<file path="src/rtl/lbr_pkg.sv">
// Shared types, float constants and rounding helpers for the look-direction basis block.
// Used by lbr_fmul, lbr_fadd and look_direction_basis_fast_rsqrt; depends on nothing.
package lbr_pkg;

   typedef logic [31:0] word_type;
   typedef word_type [2:0] vec_type;
   typedef word_type [5:0] six_type;

   localparam int Stages = 15;

   localparam word_type MAGIC_SEED  = 32'h5F37_5A00;
   localparam word_type F_ZERO      = 32'h0000_0000;
   localparam word_type F_ONE       = 32'h3F80_0000;
   localparam word_type F_THREE     = 32'h4040_0000;
   localparam word_type F_TWELVE    = 32'h4140_0000;
   localparam word_type F_SIXTEENTH = 32'h3D80_0000;
   localparam word_type F_INF_MAG   = 32'h7F80_0000;
   localparam word_type QUIET_BIT   = 32'h0040_0000;
   localparam word_type DEFAULT_NAN = 32'hFFC0_0000;

   // Count leading zeros of a 51-bit word (value assumed nonzero).
   function automatic logic [5:0] clz51(input logic [50:0] v);
      logic [5:0] n;
      logic       found;
      n     = 6'd0;
      found = 1'b0;
      for (int i = 50; i >= 0; i--) begin
         if (!found && v[i]) begin
            found = 1'b1;
         end else if (!found) begin
            n = n + 6'd1;
         end
      end
      return n;
   endfunction

   // Round a normalized significand (leading one at bit 47) to nearest even.
   // be is the biased exponent before any subnormal shift.
   function automatic word_type fp_round(input logic sign, input logic signed [11:0] be,
                                         input logic [47:0] sig, input logic stk);
      logic [47:0] sh_sig;
      logic [47:0] mask;
      logic [11:0] shamt;
      logic        st;
      logic [7:0]  ef;
      logic        inc;
      logic [30:0] sum;
      word_type    res;
      sh_sig = sig;
      mask   = '0;
      shamt  = '0;
      st     = stk;
      ef     = 8'd0;
      if (be >= 12'sd255) begin
         res = {sign, F_INF_MAG[30:0]};
      end else begin
         if (be <= 12'sd0) begin
            shamt = 12'd1 - be;
            if (shamt >= 12'd48) begin
               sh_sig = '0;
               st     = stk | (|sig);
            end else begin
               mask   = (48'h1 << shamt[5:0]) - 48'h1;
               sh_sig = sig >> shamt[5:0];
               st     = stk | (|(sig & mask));
            end
            ef = 8'd0;
         end else begin
            ef = be[7:0];
         end
         inc = sh_sig[23] & (st | (|sh_sig[22:0]) | sh_sig[24]);
         sum = {ef, sh_sig[46:24]} + {30'd0, inc};
         res = {sign, sum};
      end
      return res;
   endfunction

endpackage

</file>
<file path="src/rtl/lbr_fmul.sv">
// Single-precision multiplier, round to nearest even, full subnormal support.
// Depends on lbr_pkg for the rounding and leading-zero helpers.
module lbr_fmul import lbr_pkg::*; (
   input  word_type op_a,
   input  word_type op_b,
   output word_type res
);

   logic               a_nan, b_nan, a_inf, b_inf, a_zero, b_zero, sign;
   logic [7:0]         ea, eb;
   logic [23:0]        ma, mb;
   logic [47:0]        prod, norm;
   logic [5:0]         lz;
   logic signed [11:0] be;

   always_comb begin
      a_nan  = (op_a[30:23] == 8'hFF) && (op_a[22:0] != 23'd0);
      b_nan  = (op_b[30:23] == 8'hFF) && (op_b[22:0] != 23'd0);
      a_inf  = (op_a[30:23] == 8'hFF) && (op_a[22:0] == 23'd0);
      b_inf  = (op_b[30:23] == 8'hFF) && (op_b[22:0] == 23'd0);
      a_zero = (op_a[30:0] == 31'd0);
      b_zero = (op_b[30:0] == 31'd0);
      sign   = op_a[31] ^ op_b[31];
      ea     = (op_a[30:23] == 8'd0) ? 8'd1 : op_a[30:23];
      eb     = (op_b[30:23] == 8'd0) ? 8'd1 : op_b[30:23];
      ma     = {(op_a[30:23] != 8'd0), op_a[22:0]};
      mb     = {(op_b[30:23] != 8'd0), op_b[22:0]};
      prod   = 48'(ma) * 48'(mb);
      lz     = clz51({prod, 3'b000});
      norm   = prod << lz;
      be     = $signed(12'(ea) + 12'(eb) - 12'd126 - 12'(lz));
      if (a_nan) begin
         res = op_a | QUIET_BIT;
      end else if (b_nan) begin
         res = op_b | QUIET_BIT;
      end else if ((a_inf && b_zero) || (a_zero && b_inf)) begin
         res = DEFAULT_NAN;
      end else if (a_inf || b_inf) begin
         res = {sign, F_INF_MAG[30:0]};
      end else if (a_zero || b_zero) begin
         res = {sign, 31'd0};
      end else begin
         res = fp_round(sign, be, norm, 1'b0);
      end
   end

endmodule

</file>
<file path="config.mk">
export PLATFORM = sky130hd
export DESIGN_NAME = lbr_fmul
export DESIGN_NICKNAME = d
export VERILOG_FILES = /design/src/rtl/lbr_pkg.sv /design/src/rtl/lbr_fmul.sv
export SDC_FILE = /design/constraint.sdc
export NUM_CORES = 2
export LEC_CHECK = 0
export BUFFER_PORTS_ARGS = -buffer_cell sky130_fd_sc_hd__buf_2
export CAP_MARGIN = 20
export CORE_MARGIN = 8
export CORE_UTILIZATION = 29
export DETAILED_ROUTE_END_ITERATION = 8
export GPL_ROUTABILITY_DRIVEN = 0
export PLACE_DENSITY = 0.54
export SLEW_MARGIN = 0
export SYNTH_ARGS = -nofsm -noshare
export SYNTH_HDL_FRONTEND = slang
export SYNTH_SLANG_ARGS = --single-unit
</file>
<file path="constraint.sdc">
create_clock -name vclk -period 96.6
set_clock_uncertainty 0.05 [all_clocks]
set_input_delay 24.15 -clock vclk [all_inputs]
set_output_delay 24.15 -clock vclk [all_outputs]
set_load 0.05 [all_outputs]
</file>
**Word level (Yosys, flattened, before mapping)**

Cells that the tools add are included.

- Shift operators: 3
- Bitwise logic cells: 5
- Multiply operators: 1
- Magnitude comparators: 3
- Equality and inequality tests: 2
- Reductions and logical operators: 116
- Add/subtract/negate cells: 56
- Mux-type cells: 177

Operators by type and width:

| cell | number |
|---|---|
| 2-to-1 mux 6 bit | 96 |
| 2-to-1 mux 47 bit | 8 |
| adder 6 x 1 -> 6 bit (second input constant) | 49 |
| 2-to-1 mux 32 bit | 3 |
| OR reduction 48 bit | 2 |
| 2-to-1 mux 31 bit | 3 |
| 2-to-1 mux 8 bit | 9 |
| logical NOT 31 bit | 2 |
| 2-to-1 mux 1 bit | 57 |
| logical AND 1 bit | 53 |
| AND 48 bit | 1 |
| multiplier 24 x 24 -> 48 bit | 1 |
| << shifter 1 x 6 -> 48 bit (first input constant) | 1 |
| << shifter 48 x 6 -> 48 bit | 1 |
| right shift 48 x 6 -> 47 bit | 1 |
| subtractor 48 x 1 -> 48 bit (second input constant) | 1 |
| logical NOT 1 bit | 47 |
| logical NOT 23 bit | 2 |
| nonzero test 23 bit | 2 |
| adder 31 x 1 -> 31 bit | 1 |
| OR reduction 23 bit | 1 |
| == test 8 bit (second input constant) | 2 |
| logical NOT 8 bit | 2 |
| nonzero test 8 bit | 2 |
| 13 further kinds | 16 |

- Bits of input ports: 64
- Register bits after elaboration: 0
- Output and inout bits: 32

**Depth between registers and ports, before layout**

- Depth after elaboration: 174
- Mapped depth: 216

**Worst setup path after synthesis**

OpenSTA, ideal clock, no wires.

- Path kind: input to output
- Start point: input port op_b[3]
- End point: output port res[24]
- Required time: 72400 ps
- Setup slack: 8477 ps
- Data arrival time: 63923 ps
- Path buffers: 17
- Cell stages on the path: 198
- Cells stage by stage: clkbuf_1 clkbuf_1 nand2_1 fa_1 inv_1 fa_1 fa_1 inv_1 fa_1 inv_1 fa_1 inv_1 fa_1 inv_1 fa_1 ha_1 clkbuf_1 and4_1 [... 162 more ...] buf_1 buf_1 buf_1 clkbuf_1 ha_1 clkbuf_1 clkbuf_1 buf_1 mux2_2 o22ai_1 a22oi_1 nor2_1 ha_1 nand2b_1 nor3_4 nand3_1 xnor2_1 o31ai_1

- Longest elaborated chain between the ends: 173

Ends and longest elaborated chain:

| item | line | RTL |
|---|---|---|
| start: declaration | lbr_fmul.sv:5 | `input word_type op_b,` |
| multiplier 24 x 24 -> 48 bit | lbr_fmul.sv:28 | `prod = 48'(ma) * 48'(mb);` |
| 2-to-1 mux 1 bit | lbr_pkg.sv:28 | `if (!found && v[i]) begin` |
| adder 1 x 1 -> 2 bit or logical NOT 1 bit (tied branches) | -- |  |
| 2-to-1 mux 2 bit or logical AND 1 bit (tied branches) | lbr_pkg.sv:30, lbr_pkg.sv:28 |  |
| 2-to-1 mux 6 bit or 2-to-1 mux 1 bit (tied branches) | lbr_pkg.sv:28 |  |
| adder 6 x 1 -> 6 bit or logical NOT 1 bit (tied branches) | -- |  |
| 2-to-1 mux 6 bit or logical AND 1 bit (tied branches) | lbr_pkg.sv:30, lbr_pkg.sv:28 |  |
| 2-to-1 mux 6 bit or 2-to-1 mux 1 bit (tied branches) | lbr_pkg.sv:28 |  |
| [... 157 more ...] | -- |  |
| AND 1 bit | lbr_pkg.sv:71 | `inc = sh_sig[23] & (st \| (\|sh_sig[22:0]) \| sh_sig[24]);` |
| adder 31 x 1 -> 31 bit | lbr_pkg.sv:72 | `sum = {ef, sh_sig[46:24]} + {30'd0, inc};` |
| 2-to-1 mux 31 bit | lbr_pkg.sv:54 | `if (be >= 12'sd255) begin` |
| 2-to-1 mux 31 bit | lbr_fmul.sv:40 | `end else if (a_zero \|\| b_zero) begin` |
| 2-to-1 mux 31 bit | lbr_fmul.sv:38 | `end else if (a_inf \|\| b_inf) begin` |
| 2-to-1 mux 32 bit | lbr_fmul.sv:36 | `end else if ((a_inf && b_zero) \|\| (a_zero && b_inf)) begin` |
| 2-to-1 mux 32 bit (*) | lbr_fmul.sv:34 | `end else if (b_nan) begin` |
| 2-to-1 mux 32 bit (*) | lbr_fmul.sv:32 | `if (a_nan) begin` |
| end: declaration | lbr_fmul.sv:6 | `output word_type res` |

Every way passes the cells marked *; elsewhere a longest branch is shown, timed or not. The select of a mux whose other input is x is not followed.

**Worst setup path after layout**

- Start point: input port op_a[27]
- End point: output port res[0]

- Longest elaborated chain between the ends: 174

Ends and longest elaborated chain:

| item | line | RTL |
|---|---|---|
| start: declaration | lbr_fmul.sv:4 | `input word_type op_a,` |
| nonzero test 8 bit | lbr_fmul.sv:26 | `ma = {(op_a[30:23] != 8'd0), op_a[22:0]};` |
| multiplier 24 x 24 -> 48 bit | lbr_fmul.sv:28 |  |
| 2-to-1 mux 1 bit | lbr_pkg.sv:28 |  |
| adder 1 x 1 -> 2 bit or logical NOT 1 bit (tied branches) | -- |  |
| 2-to-1 mux 2 bit or logical AND 1 bit (tied branches) | lbr_pkg.sv:30, lbr_pkg.sv:28 |  |
| 2-to-1 mux 6 bit or 2-to-1 mux 1 bit (tied branches) | lbr_pkg.sv:28 |  |
| adder 6 x 1 -> 6 bit or logical NOT 1 bit (tied branches) | -- |  |
| 2-to-1 mux 6 bit or logical AND 1 bit (tied branches) | lbr_pkg.sv:30, lbr_pkg.sv:28 |  |
| [... 158 more ...] | -- |  |
| AND 1 bit | lbr_pkg.sv:71 |  |
| adder 31 x 1 -> 31 bit | lbr_pkg.sv:72 |  |
| 2-to-1 mux 31 bit | lbr_pkg.sv:54 |  |
| 2-to-1 mux 31 bit | lbr_fmul.sv:40 |  |
| 2-to-1 mux 31 bit | lbr_fmul.sv:38 |  |
| 2-to-1 mux 32 bit | lbr_fmul.sv:36 |  |
| 2-to-1 mux 32 bit | lbr_fmul.sv:34 |  |
| 2-to-1 mux 32 bit (*) | lbr_fmul.sv:32 |  |

Marks and branches as above.

==> run summary <==
status -> finished clean
Critical Path Sink Type -> output pin
fillers -> 13565
FP Rows -> 130
Reg area -> 0 sq um
post-synthesis cell count -> 4986
Non-Filler Instances -> 6479
min Tclk post-route -> 92.79 ns
Hold Crit Class -> in -> out
critical path arrival -> 68.59 ns
share of cells above drive strength 1 -> 6.77%
Worst path max stage delay -> 0.74 ns
Mapped Avg Cell Area -> 7.30 sq um
RSZ-0062 raised after global routing -> false
setup slack after layout -> 3.81 ns
Worst Path Buf+Inv -> 13
CP delay by family, top -> adder cells
setup TNS -> 0 ns
max-cap viol count -> 0
DRT iter0 DRCs -> 3841
Clock Buffer Count -> 0
Die X -> 370 um
Synth cell types -> 118
critical path required time -> 72.40 ns
grt ovf -> 0
io pins -> 96
hold_ws -> 48.72 ns
initial antenna violation count -> 5
synthesis-to-finish area growth -> 4.97%
largest net degree at the start of global routing -> 63
cell area after synthesis -> 36400 sq um
crit-path most repeated cell -> ha_1
Tcrit/Tclk final -> 96.1%
Remaining DRCs -> 0
Placed Cells -> 6476
Core Region -> 125000 sq um
CTS resizes -> 0
Slew @ Worst Pin -> 1.08 ns
hpwl dp -> 107000 um
GRT Util Overall -> 19.0%
DP Worst Slack -> 4.60 ns
final hold viol count -> 0
Starting Density -> 29.1%
Rel. slew slack -> 27.4%
vias in the first global route -> 36206
fmax -> 0.0108 GHz
hold_buf cts -> 0
Worst setup SP type -> input pin
Setup violations, final -> 0
Die Span Y -> 370 um
Critical-path top delay cell -> xor2_1
Layout Nets -> 5620
Synth Warn # -> 0
Slew Limit Fails -> 0
global-route wire length before repair -> 212000 um
Net Count, Synth -> 5777
post-CTS setup buffer count -> 0
routed vias -> 36575
DRT Wirelength -> 136000 um
WHS Path Cells -> 5
FFs & Latches -> 0
antenna-violating nets left -> 0
Port Buffer Count -> 96
average wire per standard cell -> 21.0 um
number of detailed-route iterations in the first pass -> 9
critical path type -> in -> out
Max Fanout on Critical Path -> 53
area occupied by multi-input gates -> 32900 sq um
Die Area -> 137000 sq um
sequential share of the synthesized area -> 0%
Levels on crit path -> 202
vias per inst -> 5.65
==> through the flow <==
step / cell area [sq um] / util [%]
2_1_floorplan: 36400 / -
3_3_place_gp: 38200 / 30.5
3_5_place_dp: 38200 / 30.5
4_1_cts: 38200 / 30.5
5_1_grt: 38200 / 30.5
6_report: 38200 / 30.5
==> metal layers <==
layer | track usage [%] | wire length (um)
met2 | 31.4 | 62400
met4 | 4.82 | 4080
met3 | 2.28 | 11200
met1 | 26.4 | 58100
met5 | 0 | 44
==> logic make-up (layout without fill, tap and decap cells) <==
kind of cell / after synthesis / after routing / synth area share (%)
and+or+nand+nor: 1928 / 1928 / 25.3
AOI/OAI and AO/OA: 1031 / 1031 / 18.4
buffers and inverters: 918 / 759 / 9.70
adders and majority gates: 732 / 732 / 35.1
xor gates and xnor gates: 222 / 222 / 6.40
muxes: 155 / 155 / 5.09
other: 0 / 2 / 0
==> placed cells by master (no fill, tap or decap), types with 18 or more instances in the layout <==
master	Yosys	layout
ha_1	243	241
o22ai_1	43	43
a21o_1	30	30
and3_1	25	25
nor3_1	100	100
o21ai_1	34	34
a211oi_1	33	33
nand3_1	95	95
nor2_1	370	370
and2_1	240	240
mux2_2	36	36
nand2b_1	39	39
a21oi_1	288	287
nand4_1	78	78
o21ai_0	233	233
a22oi_1	39	39
or3_1	33	33
a31oi_1	35	35
nand2_1	772	772
o31ai_1	18	18
buf_4	2	61
o211ai_1	35	35
mux2i_1	94	93
xnor2_1	118	115
inv_1	597	595
xor2_1	72	71
o21a_1	37	37
fa_1	484	483
nor2b_1	20	20
buf_2	32	96
nor4_1	45	45
==> cell usage after synthesis (11+ instances only) <==
library cell  count  share of area [%]
a211oi_1         33               0.68
a21o_1           30               0.62
a21oi_1         288                4.0
a221oi_1         11               0.26
a22oi_1          39               0.80
a31oi_1          35               0.60
and2_1          240                4.1
and3_1           25               0.43
and4_1           16               0.39
buf_1            20               0.21
buf_2            32               0.44
clkbuf_1        258                2.7
fa_1            484                 27
ha_1            243                8.4
inv_1           597                6.2
mux2_2           36                1.1
mux2i_1          94                2.6
mux4_2           16               0.99
nand2_1         772                8.0
nand2b_1         39               0.67
nand3_1          95                1.3
nand4_1          78                1.3
nor2_1          370                3.8
nor2b_1          20               0.34
nor3_1          100                1.4
nor4_1           45               0.77
o2111ai_1        13               0.31
o211ai_1         35               0.72
o21a_1           37               0.76
o21ai_0         233                3.2
o21ai_1          34               0.47
o221ai_1         13               0.31
o22ai_1          43               0.74
o311ai_0         11               0.26
o31ai_1          18               0.37
or2_2            17               0.29
or3_1            33               0.57
or4_1            11               0.23
xnor2_1         118                2.8
xnor3_1          12               0.74
xor2_1           72                1.7
==> path summary, 6_finish.rpt <==
kind	start	to
setup / recovery	op_a[27]	res[0]
hold / removal	op_b[31]	res[31]
==> final cells by class <==
class,instances,share of cell area [%]
multi-input cells,4068,86.2
well taps,1650,5.40
repair buffers,158,2.47
inverters,601,5.91
diodes,2,0.0131
Power is not shown: default switching activity piles up to over one toggle a cycle in this logic, so the estimate is an artifact.
